$ cat src/sv/sa_ram.sv
// Generic single write port, single read port RAM with a registered read.
// Depends on nothing.
module sa_ram #(
  parameter int unsigned WIDTH = 8,
  parameter int unsigned DEPTH = 256
) (
  input  logic                     clk_i,
  input  logic                     we_i,
  input  logic [$clog2(DEPTH)-1:0] waddr_i,
  input  logic [WIDTH-1:0]         wdata_i,
  input  logic [$clog2(DEPTH)-1:0] raddr_i,
  output logic [WIDTH-1:0]         rdata_o
);

  logic [WIDTH-1:0] mem [DEPTH];
  logic [WIDTH-1:0] rdata_q;

  always_ff @(posedge clk_i) begin
    if (we_i) begin
      mem[waddr_i] <= wdata_i;
    end
    rdata_q <= mem[raddr_i];
  end

  assign rdata_o = rdata_q;

endmodule

$ cat config.mk
export PLATFORM = sky130hd
export DESIGN_NAME = sa_ram
export DESIGN_NICKNAME = d
export VERILOG_FILES = /design/src/sv/sa_ram.sv
export SDC_FILE = /design/constraint.sdc
export NUM_CORES = 2
export LEC_CHECK = 0
export ABC_AREA = 0
export BUFFER_PORTS_ARGS = -buffer_cell sky130_fd_sc_hd__buf_2
export CAP_MARGIN = 20
export CORE_ASPECT_RATIO = 1.5
export CORE_MARGIN = 1.5
export CORE_UTILIZATION = 52
export DETAILED_ROUTE_END_ITERATION = 8
export PLACE_DENSITY_LB_ADDON = 0.12
export REMOVE_ABC_BUFFERS = 1
export SYNTH_ARGS = -nofsm -noshare
export SYNTH_HDL_FRONTEND = slang
export SYNTH_SLANG_ARGS = --single-unit
$ cat constraint.sdc
create_clock -name clk_i -period 2.8 [get_ports clk_i]
set_input_delay 0.56 -clock clk_i [delete_from_list [all_inputs] [get_ports clk_i]]
set_output_delay 0.56 -clock clk_i [all_outputs]
set_load 0.02 [all_outputs]
==> metrics.txt <==
share of the synthesized area in the top cell type=77.3%; Final Cycle Share=96.6%; post-CTS setup buffer count=0; register share of total power=54.6%; Cell variety after synth=55; Avg Cell Area, Syn=21.3 um^2; core area=152000 um^2; Area Overhead vs Synth=16.4%; skew final=35.8 ps; clock root cell=clkbuf_16; combinational share of power=5.6%; PnR worst setup slack=95.6 ps; largest net degree at the start of global routing=98; # clock sinks=2056; initial antenna violation count=14; Num CTS Buffers=181; wire per inst=31.6 um; sequential share of the synthesized area=77.5%; vias in the first global route=42100; type of the most critical hold path=in2reg; Finished Layout Cells=6558; Site Rows=175; RSZ-0062 raised after global routing=false; drt via density=6.17; Post-CTS Hold Buffers=0; final setup vio count=0; clock input transition at the sequential cells of the worst setup and hold paths=70 ps; peak supply drop=0.505 mV; Cell Area, Synth=79600 um^2; GRT Util Overall=27.2%; Routed WL=207000 um; CP Capture Type=flip-flop; CTS tree=yes; Max FO, Critical Path=19; RePlAce Congestion=0.887; Place WS=-1090 ps; Clock Latency Late Sink=820 ps; most used flip-flop cell after synthesis=edfxtp_1; layout cells sized above 1=31.5%; Cell Int Power=0.0491 W; Initial DRC Count=4396; PD cells=672 nW/um^2; area of the die=155000 um^2; Initial Util=52.4%; FF+latch count, synth=2056; vias=40500; leakage power=29.9 nW; CP Launch Type=input pin; Ports=34; CP required=3480 ps; final slew viol count=0; # resized after CTS=3; synthesized instance count=3733; die width=322 um; Chip Height=482 um; placed cell count=6218; Clk pwr share=39.7%; clock buffer depth=3; cell accounting for the most synthesized area=edfxtp_1; Worst Max-Slew Pin Slew=883 ps; Crit Path Class=in2reg; DRC Markers=0; H-tree depth reported by CTS=4; Final Hold Viols=0; Max-slew headroom=40.9%; max_cap viols=0; Ys Warns=0; Post-synth EDFFs=2048; status=finished, final reports clean; post-route ant nets=0; Sw Share=21.1%; achievable frequency=370 MHz; global-route wire length before repair=299000 um; first-pass iteration count of the detailed router=8; hpwl dp=139000 um; Tot Pwr=0.0622 W; min Tclk post-route=2700 ps; top post-synthesis cells by area=edfxtp_1, mux4_2, mux2i_1, nor2_1, a22oi_1; share of async-settable or async-resettable flops after synthesis=0%; Final #Nets=4392; GR Overflow Total=0; Worst EP arrival=3390 ps; NetSw=0.0131 W; number of buffers added on ports=33
cells in the final DEF (no fill, tap or decap), types with 21 or more instances in the layout:
cell type  instances
a21oi_1           96
a22oi_1          133
buf_12            72
buf_2             22
buf_4            579
clkbuf_1          31
clkbuf_16        186
clkinv_1          42
clkinv_2          39
edfxtp_1        2048
mux2i_1          134
mux4_2           454
nand2_1           33
nand3_1           34
nor2_1           279
nor2b_1           28
nor3_1            21
nor4_1            21
o221ai_1          46
o22ai_1           28
worst paths after layout:
kind / from / end / slack (ps) / cells after the start
worst max-delay path: raddr_i[0] / rdata_o[6] / 100 / 10
worst min-delay path: wdata_i[4] / mem[90][4] / 210 / 1
worst max register to register: mem[83][6] / rdata_o[6] / 160 / 7
worst min register to register: mem[167][6] / rdata_o[6] / 1120 / 5
per-layer routing:
| layer | wire length, um | GRT usage (%) | vias to the layer above |
|---|---|---|---|
| met5 | 55 | 0 | - |
| met4 | 9510 | 11.4 | 10 |
| met3 | 13300 | 4.27 | 436 |
| met2 | 109000 | 47.8 | 1616 |
| met1 | 75800 | 33.6 | 21400 |
| li1 | - | - | 16900 |
state kept, by name, indices dropped and copies added (netlist names):
name,cells
mem,2048
rdata_o,8
power groups by stage:
stage	Combinational (W)	Clock, W	Sequential [W]
2_1_floorplan	0.00119	0	0.0346
3_3_place_gp	0.00346	0	0.0346
3_5_place_dp	0.00352	0	0.0346
4_1_cts	0.00354	0.0251	0.0340
5_1_grt	0.00368	0.0262	0.0339
6_report	0.00350	0.0247	0.0340
worst max-delay path, cell delays in order:
cell and delay (ps):
buf_8 210, buf_12 210, buf_12 230, buf_12 180, mux4_2 520, a22oi_1 290, a21oi_1 210, nor3_2 640
buf_4 230, nor4_2 40
per-stage QoR:
step,hold slack [ps],area (um^2),setup TNS [ps],util [%]
global route,170,92600,0,61.0
global placement,1020,86700,-5850,57.2
floorplan,659,78100,-1020,-
detailed placement,1020,86700,-6120,57.2
CTS,150,92600,0,61.0
finish,207,92600,0,61.0
cells by family after synthesis:
logic type,after synthesis,share of synthesized area [%]
buffers and inverters,235,1.83
flip-flops,2056,77.5
multiplexers,591,14.6
AND/OR/NAND/NOR,466,2.63
AO/OA/AOI/OAI,385,3.42
cells in the mapped netlist (22+ instances only):
| cell | n |
|---|---|
| edfxtp_1 | 2048 |
| mux4_2 | 454 |
| nor2_1 | 282 |
| mux2i_1 | 134 |
| a22oi_1 | 133 |
| clkbuf_1 | 111 |
| a21oi_1 | 96 |
| o221ai_1 | 46 |
| nand3_1 | 34 |
| nand2_1 | 33 |
| buf_2 | 31 |
| nor2b_1 | 31 |
| o22ai_1 | 28 |
| buf_4 | 27 |
| nor4_1 | 24 |
| buf_1 | 22 |
| nor3_1 | 22 |
cell type report:
| class | count | area (um^2) |
|---|---|---|
| timing repair buffer | 683 | 6040 |
| inverter | 2 | 7.51 |
| tap | 2035 | 2550 |
| multi-input combinational | 1442 | 16500 |
| clock inverter | 116 | 1040 |
| fill | 10600 | 59200 |
| antenna | 7 | 17.5 |
| sequential | 2056 | 61700 |
| clock buffer | 217 | 4770 |
Note: power is estimated with default switching activity, not from simulation.
