File: src/sv/sa_pkg.sv
// Package for the subsequence automaton unit: sizes, codes, item and
// handshake structs, and the letter decoding function. Depends on nothing.
package sa_pkg;

  localparam int unsigned MAX_LEN       = 255;
  localparam int unsigned ALPHABET_SIZE = 26;
  localparam int unsigned BASE_SYMBOL   = 97;

  // Width of positions, lengths and table entries, fixed by the item fields.
  localparam int unsigned PW  = 9;
  // Row index of the table and address of the source store.
  localparam int unsigned RW  = $clog2(MAX_LEN + 1);
  // Letter column of the table.
  localparam int unsigned LW  = $clog2(ALPHABET_SIZE);
  // Letter index including the code for a symbol outside the alphabet.
  localparam int unsigned LIW = $clog2(ALPHABET_SIZE + 1);
  localparam int unsigned TAW = RW + LW;

  localparam int unsigned SRC_DEPTH = 2 ** RW;
  localparam int unsigned TBL_DEPTH = 2 ** TAW;

  localparam logic [LIW-1:0] NO_LETTER   = LIW'(ALPHABET_SIZE);
  localparam logic [LW-1:0]  LAST_LETTER = LW'(ALPHABET_SIZE - 1);

  typedef enum logic [1:0] {
    FUNC_LOAD  = 2'd0,
    FUNC_MATCH = 2'd1,
    FUNC_QUERY = 2'd2
  } func_e;

  typedef enum logic [1:0] {
    KIND_LOAD  = 2'd0,
    KIND_MATCH = 2'd1,
    KIND_QUERY = 2'd2
  } kind_e;

  typedef struct packed {
    logic [1:0] func;
    logic [7:0] symbol;
    logic [8:0] position;
    logic       last;
  } in_item_t;

  typedef struct packed {
    kind_e      kind;
    logic       matched;
    logic [8:0] next_position;
    logic       overflow;
  } out_item_t;

  // Request from the control to the table builder.
  typedef struct packed {
    logic          start;
    logic [PW-1:0] len;
  } build_req_t;

  // Memory accesses and completion from the table builder.
  typedef struct packed {
    logic [RW-1:0]  src_raddr;
    logic           tbl_we;
    logic [TAW-1:0] tbl_waddr;
    logic [PW-1:0]  tbl_wdata;
    logic           done;
  } build_rsp_t;

  // Letter index of a raw byte, or NO_LETTER when it is outside the alphabet.
  function automatic logic [LIW-1:0] letter_of(logic [7:0] sym);
    logic [8:0] diff;
    logic       ok;
    diff = 9'(sym) - 9'(BASE_SYMBOL);
    ok   = (sym >= 8'(BASE_SYMBOL)) && (diff < 9'(ALPHABET_SIZE));
    return ok ? LIW'(diff) : NO_LETTER;
  endfunction

endpackage

File: src/sv/sa_build.sv
// Table builder: sweeps the loaded source backwards and, after reading each
// symbol, writes one table entry per cycle. Depends on sa_pkg.
module sa_build (
  input  logic                  clk_i,
  input  logic                  rst_ni,
  input  sa_pkg::build_req_t    req_i,
  input  logic [sa_pkg::LIW-1:0] src_rdata_i,
  output sa_pkg::build_rsp_t    rsp_o
);
  import sa_pkg::*;

  typedef enum logic [3:0] {
    BS_IDLE   = 4'b0001,
    BS_READ   = 4'b0010,
    BS_UPDATE = 4'b0100,
    BS_WRITE  = 4'b1000
  } bstate_e;

  bstate_e       state_q, state_d;
  logic [RW-1:0] row_q, row_d;
  logic [LW-1:0] let_q, let_d;
  // Next occurrence of each letter after the row being written.
  logic [PW-1:0] occ_q [ALPHABET_SIZE];
  logic          last_write;

  assign last_write = (state_q == BS_WRITE) && (let_q == LAST_LETTER);

  always_comb begin
    state_d = state_q;
    row_d   = row_q;
    let_d   = let_q;
    unique case (state_q)
      BS_IDLE: begin
        if (req_i.start) begin
          row_d   = RW'(req_i.len - PW'(1));
          state_d = BS_READ;
        end
      end
      BS_READ: begin
        state_d = BS_UPDATE;
      end
      BS_UPDATE: begin
        let_d   = '0;
        state_d = BS_WRITE;
      end
      BS_WRITE: begin
        let_d = let_q + LW'(1);
        if (last_write) begin
          if (row_q == '0) begin
            state_d = BS_IDLE;
          end else begin
            row_d   = row_q - RW'(1);
            state_d = BS_READ;
          end
        end
      end
      default: state_d = BS_IDLE;
    endcase
  end

  always_ff @(posedge clk_i or negedge rst_ni) begin
    if (!rst_ni) begin
      state_q <= BS_IDLE;
      row_q   <= '0;
      let_q   <= '0;
    end else begin
      state_q <= state_d;
      row_q   <= row_d;
      let_q   <= let_d;
    end
  end

  always_ff @(posedge clk_i) begin
    if (state_q == BS_IDLE && req_i.start) begin
      for (int i = 0; i < ALPHABET_SIZE; i++) begin
        occ_q[i] <= req_i.len + PW'(1);
      end
    end else if (state_q == BS_UPDATE && src_rdata_i != NO_LETTER) begin
      occ_q[src_rdata_i[LW-1:0]] <= PW'(row_q) + PW'(1);
    end
  end

  assign rsp_o.src_raddr = row_q;
  assign rsp_o.tbl_we    = (state_q == BS_WRITE);
  assign rsp_o.tbl_waddr = {row_q, let_q};
  assign rsp_o.tbl_wdata = occ_q[let_q];
  assign rsp_o.done      = last_write && (row_q == '0);

endmodule
File: config.mk
export PLATFORM = sky130hd
export DESIGN_NAME = sa_build
export DESIGN_NICKNAME = d
export VERILOG_FILES = /design/src/sv/sa_pkg.sv /design/src/sv/sa_build.sv
export SDC_FILE = /design/constraint.sdc
export NUM_CORES = 1
export LEC_CHECK = 0
export BUFFER_PORTS_ARGS = -buffer_cell sky130_fd_sc_hd__buf_2
export CAP_MARGIN = 5
export CORE_MARGIN = 2
export CORE_UTILIZATION = 25
export CTS_BUF_LIST = sky130_fd_sc_hd__clkbuf_4
export CTS_CLUSTER_SIZE = 14
export DETAILED_ROUTE_END_ITERATION = 10
export HOLD_SLACK_MARGIN = 0.12
export SLEW_MARGIN = 5
export SYNTH_ARGS = -nofsm -noshare
export SYNTH_HDL_FRONTEND = slang
export SYNTH_SLANG_ARGS = --single-unit
File: constraint.sdc
create_clock -name clk_i -period 4.8 [get_ports clk_i]
set_clock_uncertainty 0.1 [all_clocks]
set_input_delay 0.96 -clock clk_i [delete_from_list [all_inputs] [get_ports clk_i]]
set_output_delay 0.96 -clock clk_i [all_outputs]
set_load 0.02 [all_outputs]
==> results.md, run 1 <==
* Status: finished, final reports clean
* Max-slew violations at 0
* Placer Congestion at 0.7866
* H-tree depth at 3
* Synth Instances at 1,068
* Combinational fraction of design power at 30.5%
* Cell-internal power at 5.865 mW
* RSZ-0062 raised after global routing: false
* Max stage delay on crit path at 0.56 ns
* Final worst setup slack at 0.4663 ns
* Number of enable flip-flop cells after synthesis at 288
* Hold WC Path Type: reg2reg
* Final Hold Fails at 0
* Register area share after synthesis at 59.12%
* DP Worst Slack at 1.203 ns
* CP Capture Type: primary output
* Vias per cell at 4.967
* DR iter-0 viols at 1,010
* Worst-margin pin slew at 1.234 ns
* Switching part of the total at 35.13%
* CP max stage cell: dfrtp_4
* Layout cells sized above 1 at 31.54%
* Hold slack at 0.4385 ns
* DR pass1 iterations at 7
* Antenna viol nets, final at 0
* Total global routing track utilization at 13.46%
* Clock power frac at 24.4%
* Commonest cells after routing, fill and taps aside: edfxtp_1 (288), mux2i_1 (118), clkbuf_4 (113)
* Post-CTS setup repair buffer count at 0
* Vias in the first global route at 9,827
* Predominant post-synthesis flop cell: edfxtp_1
* Rel. slew slack at 17.12%
* Clock Sinks at 305
* Area grow syn2layout at 14.21%
* Post-synthesis register bit count at 305
* Fmax at 230.7 MHz
* Worst-path clk slew at 0.07 ns
* Crit Path Category: reg2out
* IO Pins at 49
* Minimum clock period at 4.334 ns
* # DRC at 0
* Cell mode on critical path: mux4_2
* VDD IR max at 0.0001494 V
* CTS tree: yes
* WP data required at 3.74 ns
* WL/cell at 21.50 µm
* Num CTS Buffers at 79
* First-pass GRT wire length at 63,570 µm
* Setup Viol. Count Final at 0
* CTS resizes at 0
* Commonest non-fill, non-tap cell in the layout: edfxtp_1
* WL final at 42,400 µm
* Post-route clock period utilization at 90.29%
* DR vias at 9,795
* Core area at 0.06058 mm²
* Number of nets in the layout at 1,163
* Leak pwr at 5.817 nW
* # Max-Cap Violations at 0
* Pwr Density at 515.7 mW/mm²
* CP cell instances: buf_4, mux4_2, mux4_2, mux2_2, buf_2
* Die Span X at 251.8 µm
* Netlist cell types at 53
* Grt ovf at 0
* Initial core utilization at 25.34%
* Rows at 90
* Clock Tree Buf Depth at 3
* IO Port Bufs at 48
* Synth warnings at 0
* Switching power at 3.177 mW
* Die area at 0.06340 mm²
* Clock Latency Late Sink at 0.74 ns
* Fillers at 6,085
* Dpl hpwl at 27,620 µm
* Root Buffer: clkbuf_4
* Mapped Avg Cell Area at 14.37 µm²
* Mapped cell area at 0.01535 mm²
* Startpoint Class: flip-flop
* Die Height at 251.8 µm
* Setup TNS at 0 ns
* Flop pwr share at 45.1%
* Post-synthesis async set-or-reset flop share at 5.574%
* Largest net degree at the start of global routing at 53
* Max FO, Critical Path at 17
* Initial antenna violation count at 4
* Crit path DAT at 3.27 ns
==> worst max-delay path: cells and delay by family (launching register included) <==
kind,cells,cell delay [ns]
buf+inv,2,0.54
flops,1,0.56
mux,3,1.41
==> per-layer routing <==
layer,part of all wire [%],global-route usage [%],up-vias
li1,-,-,4265
met1,43,18.37,5026
met2,46,21.08,420
met3,7.6,2.858,78
met4,2.5,4.937,6
met5,0.083,0,-
==> area by class of cell <==
cell class | instances | area [µm²] | area share (%)
Clock inverter | 17 | 98.84 | 0.5638
Multi-Input combinational cell | 642 | 5831 | 33.25
Timing Repair Buffer | 97 | 635.6 | 3.625
Clock buffer | 113 | 848.3 | 4.838
Sequential cell | 305 | 9082 | 51.80
Antenna cell | 1 | 2.502 | 0.01427
Tap cell | 782 | 978.4 | 5.581
Inverter | 15 | 56.30 | 0.3211
==> repair_timing <==
action / 4_1_cts / 5_1_grt
hold buffers: 1 / 0
endpoints found under the hold margin: 16 / 0
setup endpoints to repair: 0 / 0
==> stage by stage <==
stage	power [mW]	utilization, %	cells	area [µm²]
global placement	6.850	27.36	1840	16570
detailed placement	6.897	27.36	1840	16570
floorplan	5.833	-	1076	15380
global route	9.462	28.94	1972	17530
CTS	9.113	28.94	1971	17530
finish	9.042	28.94	1972	17530
==> registers in the layout (all words and copies together) (netlist names) <==
signal / count
state_q: 4
row_q: 8
occ_q: 288
let_q: 5
==> power groups by stage <==
stage                     Combinational [mW]  Clock [mW]  Sequential, mW
after CTS                               2.79        2.25            4.07
final                                   2.76        2.21            4.07
after detailed placement                2.78           0            4.12
after global routing                    2.95        2.39            4.13
after global placement                  2.74           0            4.11
after floorplan                         1.87           0            3.96
==> worst paths after layout <==
| path | slack, ns | cells after the start | start | endpoint |
|---|---|---|---|---|
| worst min-delay path | 0.44 | 1 | let_q[2]$_DFFE_PN0P_ | let_q[2]$_DFFE_PN0P_ |
| max in group asynchronous | 3.68 | 2 | rst_ni | state_q[0]$_DFFE_PN1P_ |
| worst min register to register | 0.44 | 1 | let_q[2]$_DFFE_PN0P_ | let_q[2]$_DFFE_PN0P_ |
| worst max register to register | 1.46 | 5 | state_q[3]$_DFFE_PN0P_ | occ_q[0][5]$_DFFE_PP_ |
| min in group asynchronous | 0.57 | 2 | rst_ni | row_q[1]$_DFFE_PN0P_ |
| worst max-delay path | 0.47 | 5 | let_q[0]$_DFFE_PN0P_ | rsp_o[9] |
==> synthesized netlist by cell type (all sizes together) (11+ instances only) <==
library cell	number	area (µm²)
a21oi	95	483.0
buf	36	227.7
clkbuf	78	292.8
dfrtp	16	400.4
edfxtp	288	8648
inv	14	52.55
mux2	35	394.1
mux2i	118	1181
mux4	90	2027
nand2	38	142.6
nand2b	11	68.82
nand3	19	95.09
nor2	118	472.9
nor3	17	118.9
o21ai	25	128.9
xnor2	11	96.34
==> logic make-up after synthesis <==
group	synth area share, %
AOI/OAI and AO/OA	4.719
xor gates and xnor gates	1.027
adders and majority gates	0.4890
buffers and inverters	3.757
DFF	59.12
muxes	23.47
other	0.02443
and+or+nand+nor	7.401
Note: power is estimated with default switching activity, not from simulation.
==> inputs of run 2 (changes only) <==
--- a/config.mk
+++ b/config.mk
@@ -12,6 +12,7 @@
 export CTS_BUF_LIST = sky130_fd_sc_hd__clkbuf_4
 export CTS_CLUSTER_SIZE = 14
 export DETAILED_ROUTE_END_ITERATION = 10
+export GPL_TIMING_DRIVEN = 0
 export HOLD_SLACK_MARGIN = 0.12
 export SLEW_MARGIN = 5
 export SYNTH_ARGS = -nofsm -noshare
==> run 2 against run 1 <==
Sequential share of layout area is 0.39 points lower. Highest routed layer unchanged. Fmax shrank 8.6%. Utilization up 0.20 points. Total power rose by 4.7%. Cell area rose by 0.68%. Flip-flop and latch count stayed put. Wire length up 13%. Worst hold slack gained 0.0073 ns. Global-route usage up 1.7 points. Clock-buffer cell count increased by 4. Combinational power is 19% higher.
==> results.md, run 2 (synthesis gave the netlist of run 1 again) <==
* Number of flip-flops in the largest register at 288 (unchanged)
* WL final at 48,080 µm (was 42,400 µm)
* Final Hold Fails at 0 (unchanged)
* Flop pwr share at 41.8% (was 45.1%)
* Initial antenna violation count at 5 (was 4)
* Crit Path Category: reg2out (unchanged)
* Clock Sinks at 305 (unchanged)
* Dpl hpwl at 33,720 µm (was 27,620 µm)
* # Max-Cap Violations at 0 (unchanged)
* Largest registers: occ_q: 288 flops, row_q: 8 flops, let_q: 5 flops (unchanged)
* CP Capture Type: primary output (unchanged)
* Switching part of the total at 37.14% (was 35.13%)
* Fmax at 211.0 MHz (was 230.7 MHz)
* Clock Tree Buf Depth at 3 (unchanged)
* Setup Viol. Count Final at 0 (unchanged)
* Rel. slew slack at 11.10% (was 17.12%)
* DR pass1 iterations at 5 (was 7)
* Die Span X at 251.8 µm (unchanged)
* Antenna viol nets, final at 0 (unchanged)
* Fin util at 29.14% (was 28.94%)
* Cell-internal power at 5.952 mW (was 5.865 mW)
* VDD IR max at 0.0001791 V (was 0.0001494 V)
* Leak pwr at 5.846 nW (was 5.817 nW)
* Vias in the first global route at 10.18k (was 9,827)
* Die Height at 251.8 µm (unchanged)
* Core area at 0.06058 mm² (unchanged)
* Switching power at 3.516 mW (was 3.177 mW)
* Status: finished, final reports clean (unchanged)
* DR vias at 10.25k (was 9,795)
* RSZ-0062 raised after global routing: true (was false)
* Num CTS Buffers at 80 (was 79)
* Pwr Density at 536.4 mW/mm² (was 515.7 mW/mm²)
* Placer Congestion at 0.8993 (was 0.7866)
* Area grow syn2layout at 14.99% (was 14.21%)
* IO Port Bufs at 42 (was 48)
* Commonest non-fill, non-tap cell in the layout: edfxtp_1 (unchanged)
* WL/cell at 23.60 µm (was 21.50 µm)
* Rows at 90 (unchanged)
* Commonest cells after routing, fill and taps aside: edfxtp_1 (288), mux2i_1 (118), clkbuf_4 (117) (was edfxtp_1 (288), mux2i_1 (118), clkbuf_4 (113))
* Largest net degree at the start of global routing at 20 (was 53)
* DR iter-0 viols at 1,125 (was 1,010)
* Setup TNS at 0 ns (unchanged)
* Post-route clock period utilization at 98.76% (was 90.29%)
* Layout cells sized above 1 at 28.41% (was 31.54%)
* Combinational fraction of design power at 34.7% (was 30.5%)
* IO Pins at 49 (unchanged)
* Clock Latency Late Sink at 0.74 ns (about the same)
* Hold WC Path Type: reg2reg (unchanged)
* Largest reg by FF count: occ_q (unchanged)
* WP data required at 3.74 ns (about the same)
* Worst-margin pin slew at 1.324 ns (was 1.234 ns)
* Root Buffer: clkbuf_4 (unchanged)
* Worst-path clk slew at 0.06 ns (was 0.07 ns)
* First-pass GRT wire length at 69,570 µm (was 63,570 µm)
* Die area at 0.06340 mm² (unchanged)
* Crit path DAT at 3.68 ns (was 3.27 ns)
* Clock power frac at 23.5% (was 24.4%)
* Initial core utilization at 25.34% (unchanged)
* Minimum clock period at 4.740 ns (was 4.334 ns)
* Number of nets in the layout at 1,230 (was 1,163)
* CTS tree: yes (unchanged)
* Max FO, Critical Path at 10 (was 17)
* Vias per cell at 5.030 (was 4.967)
* Grt ovf at 0 (unchanged)
* Max-slew violations at 0 (unchanged)
* # DRC at 0 (unchanged)
* Total global routing track utilization at 15.12% (was 13.46%)
* Startpoint Class: flip-flop (unchanged)
* H-tree depth at 3 (unchanged)
run 2: final timing paths:
check	start	end	slack [ns]	cells past startpoint
max	let_q[1]$_DFFE_PN0P_	rsp_o[1]	0.06	6
max reg2reg	row_q[0]$_DFFE_PN0P_	occ_q[19][1]$_DFFE_PP_	1.21	5
max in group asynchronous	rst_ni	state_q[0]$_DFFE_PN1P_	3.67	2
min reg2reg	state_q[2]$_DFFE_PN0P_	state_q[2]$_DFFE_PN0P_	0.45	1
min in group asynchronous	rst_ni	row_q[3]$_DFFE_PN0P_	0.58	2
min	state_q[2]$_DFFE_PN0P_	state_q[2]$_DFFE_PN0P_	0.45	1
run 2: critical path, stage by stage, from the launching register on:
cell and delay, ns:
dfrtp_1 0.61, buf_2 0.39, clkbuf_2 0.46, mux4_2 0.41, mux4_2 0.56, mux2_2 0.33
buf_2 0.17
run 2: area by class of cell:
| type | count | area, µm² |
|---|---|---|
| Tap cell | 782 | 978.4 |
| Buffer | 113 | 558.0 |
| Clock buffer | 117 | 878.3 |
| Clock inverter | 11 | 67.56 |
| Multi-Input combinational cell | 642 | 5757 |
| Inverter | 15 | 56.30 |
| Antenna cell | 2 | 5.005 |
| Timing Repair Buffer | 50 | 276.5 |
| Fill cell | 6177 | 42930 |
| Sequential cell | 305 | 9075 |
run 2: power by group through the flow:
stage / registers [mW] / clock network [mW] / logic (mW)
final: 3.96 / 2.22 / 3.29
after global routing: 4.01 / 2.39 / 3.43
after CTS: 3.96 / 2.25 / 3.26
after detailed placement: 4.01 / 0 / 3.24
after global placement: 3.99 / 0 / 3.14
after floorplan: 3.96 / 0 / 1.87
run 2: repair_timing:
item | in CTS | in global routing
setup endpoints to repair | 10 | 1
hold buffers | 1 | 0
endpoints found under the hold margin | 16 | 0
gates cloned | 0 | 0
buffers inserted | 0 | 0
gates resized for setup | 17 | 0
run 2: per-stage QoR:
step	cells	cell area, µm²	hold WS (ns)	power [mW]	setup WS, ns
3_3_place_gp	1900	16570	0.4033	7.134	0.3161
6_report	2037	17650	0.4457	9.468	0.05962
2_1_floorplan	1076	15380	0.3817	5.833	1.229
4_1_cts	2035	17650	0.4428	9.470	0.02841
5_1_grt	2037	17650	0.4814	9.831	-0.005721
3_5_place_dp	1907	16650	0.4343	7.253	0.3189
run 2: per-layer routing:
| layer | up-vias | wire [µm] | GRT usage, % |
|---|---|---|---|
| li1 | 4404 | - | - |
| met3 | 104 | 4838 | 4.302 |
| met5 | - | 34 | 0 |
| met1 | 5157 | 18830 | 19.37 |
| met4 | 6 | 1659 | 6.052 |
| met2 | 575 | 22720 | 24.11 |
==> inputs of run 3 (changes only) <==
==> constraint.sdc (replaced) <==
create_clock -name clk_i -period 4.95 [get_ports clk_i]
set_clock_uncertainty 0.1 [all_clocks]
set_input_delay 0.99 -clock clk_i [delete_from_list [all_inputs] [get_ports clk_i]]
set_output_delay 0.99 -clock clk_i [all_outputs]
set_load 0.02 [all_outputs]
==> run 3 against run 2 <==
Clock power down 3%. Via count up 0.18%. Total power down 3.3%. Non-clock buffer count unchanged. Largest cell class unchanged.
==> results.md, run 3 (synthesis gave the netlist of run 1 again) <==
* DR iter-0 viols at 1,142 (was 1,125)
* Placer Congestion at 0.8993 (unchanged)
* Switching part of the total at 37.09% (was 37.14%)
* Vias in the first global route at 10.18k (about the same)
* Rows at 90 (unchanged)
* Vias per cell at 5.041 (was 5.030)
* WL final at 48,040 µm (was 48,080 µm)
* Num CTS Buffers at 80 (unchanged)
* CP cell instances: clkbuf_1, buf_4, buf_4, mux4_2, mux4_2, mux2_2, buf_2 (was buf_2, clkbuf_2, mux4_2, mux4_2, mux2_2, buf_2)
* Dpl hpwl at 33,720 µm (unchanged)
* Setup Viol. Count Final at 0 (unchanged)
* IO Port Bufs at 42 (unchanged)
* Initial core utilization at 25.34% (unchanged)
* Critical path's top delay family: multiplexers (unchanged)
* Fmax at 208.8 MHz
* Max-slew violations at 0 (unchanged)
* Clock Latency Late Sink at 0.73 ns (was 0.74 ns)
* First-pass GRT wire length at 69,810 µm (was 69,570 µm)
* Commonest cells after routing, fill and taps aside: edfxtp_1 (288), mux2i_1 (118), clkbuf_4 (117) (unchanged)
* Cell-internal power at 5.763 mW (was 5.952 mW)
* DR vias at 10.26k (was 10.25k)
* Area grow syn2layout at 14.87% (was 14.99%)
* Hold WC Path Type: reg2reg (unchanged)
* RSZ-0062 raised after global routing: false (was true)
* Clock Sinks at 305 (unchanged)
* CP bufs+invs at 4 (was 3)
* CP max stage cell: mux4_2 (was dfrtp_1)
* HP Start: state_q[2]$_DFFE_PN0P_ (unchanged)
* Worst-margin pin slew at 1.302 ns (was 1.324 ns)
* Max FO, Critical Path at 10 (unchanged)
* IO Pins at 49 (unchanged)
* Status: finished, final reports clean (unchanged)
* Setup TNS at 0 ns (unchanged)
* Root Buffer: clkbuf_4 (unchanged)
* Grt ovf at 0 (unchanged)
* Final worst setup slack at 0.1601 ns (was 0.05962 ns)
* CTS tree: yes (unchanged)
* Minimum clock period at 4.790 ns
* VDD IR max at 0.0001753 V (was 0.0001791 V)
* # Max-Cap Violations at 0 (unchanged)
* Post-Layout Cell Count at 2,036 (was 2,037)
* Rel. slew slack at 12.58% (was 11.10%)
* Die area at 0.06340 mm² (unchanged)
* Crit Path Category: reg2out (unchanged)
* Leak pwr at 5.843 nW (was 5.846 nW)
* # DRC at 0 (unchanged)
* DR pass1 iterations at 6 (was 5)
* Crit path DAT at 3.70 ns (was 3.68 ns)
* Core area at 0.06058 mm² (unchanged)
* Total global routing track utilization at 15.19% (was 15.12%)
* Commonest non-fill, non-tap cell in the layout: edfxtp_1 (unchanged)
* Layout cells sized above 1 at 28.41% (unchanged)
* Largest net degree at the start of global routing at 18 (was 20)
* Clock Tree Buf Depth at 3 (unchanged)
* Final Hold Fails at 0 (unchanged)
* Largest registers: occ_q: 288 flops, row_q: 8 flops, let_q: 5 flops (unchanged)
* Combinational fraction of design power at 34.6% (was 34.7%)
* WP data required at 3.86 ns (was 3.74 ns)
* Number of flip-flops in the largest register at 288 (unchanged)
* H-tree depth at 3 (unchanged)
* Fin util at 29.11% (was 29.14%)
* Switching power at 3.397 mW (was 3.516 mW)
* Pwr Density at 519.4 mW/mm² (was 536.4 mW/mm²)
* Largest reg by FF count: occ_q (unchanged)
* Max stage delay on crit path at 0.58 ns (was 0.61 ns)
* Die Height at 251.8 µm (unchanged)
* Tot Pwr at 9.160 mW (was 9.468 mW)
* Post-CTS setup repair buffer count at 0 (unchanged)
* Initial antenna violation count at 5 (unchanged)
* Antenna viol nets, final at 0 (unchanged)
* DP Worst Slack at 0.4389 ns (was 0.3189 ns)
* Reg2Reg Launch Point: row_q[0]$_DFFE_PN0P_ (unchanged)
* Die Span X at 251.8 µm (unchanged)
* CP Capture Type: primary output (unchanged)
* Clock power frac at 23.4% (was 23.5%)
* Worst-path clk slew at 0.07 ns (was 0.06 ns)
* Worst setup path start: let_q[0]$_DFFE_PN0P_ (was let_q[1]$_DFFE_PN0P_)
* Placed cells at 1,907 (unchanged)
* Flop pwr share at 42.0% (was 41.8%)
* Number of nets in the layout at 1,230 (unchanged)
* Post-route clock period utilization at 96.77%
* WL/cell at 23.60 µm (about the same)
* Startpoint Class: flip-flop (unchanged)
[run 3: final timing paths]
check / endpoint / slack, ns / cells after the start
max: rsp_o[1] / 0.16 / 7
min: state_q[2]$_DFFE_PN0P_ / 0.45 / 1
max reg2reg: occ_q[22][1]$_DFFE_PP_ / 1.34 / 5
min reg2reg: state_q[2]$_DFFE_PN0P_ / 0.45 / 1
max in group asynchronous: let_q[4]$_DFFE_PN0P_ / 3.78 / 2
min in group asynchronous: row_q[3]$_DFFE_PN0P_ / 0.62 / 2
[run 3: layer usage]
| layer | routed length (µm) | global-route usage, % |
|---|---|---|
| met1 | 18800 | 19.39 |
| met2 | 22800 | 24.38 |
| met3 | 4909 | 4.364 |
| met4 | 1489 | 5.866 |
| met5 | 47 | 0 |
[run 3: power groups by stage]
stage	combinational [mW]	sequential, mW	clock, mW
floorplan	1.81	3.84	0
global placement	3.05	3.87	0
detailed placement	3.14	3.89	0
CTS	3.16	3.84	2.18
global route	3.32	3.89	2.32
finish	3.17	3.84	2.15
[run 3: worst reg2reg max path, delay by kind of cell, from the launching register on]
kind / cells / cell delay (ns)
adder cells (fa/ha/maj): 1 / 0.93
buffers and inverters: 3 / 1.65
flip-flops: 1 / 0.50
multiplexers: 1 / 0.26
[run 3: area by class of cell]
class | instances | area, µm²
fill | 6183 | 42950
buffer | 113 | 543.0
tap | 782 | 978.4
clock buffer | 117 | 878.3
sequential | 305 | 9075
inverter | 15 | 56.30
timing repair buffer | 50 | 276.5
clock inverter | 11 | 67.56
multi-input combinational | 642 | 5757
antenna | 1 | 2.502
[run 3: through the flow]
step           area [µm²]  hold slack [ns]
5_1_grt             17630           0.4814
2_1_floorplan       15380           0.3817
3_5_place_dp        16650           0.4343
6_report            17630           0.4467
4_1_cts             17640           0.4428
3_3_place_gp        16570           0.4033
[run 3: timing repair]
item	in CTS	in global routing
endpoints found under the hold margin	16	0
resized for setup	13	0
hold buffers	1	0
pin swaps	0	0
endpoints found under the setup margin	9	1
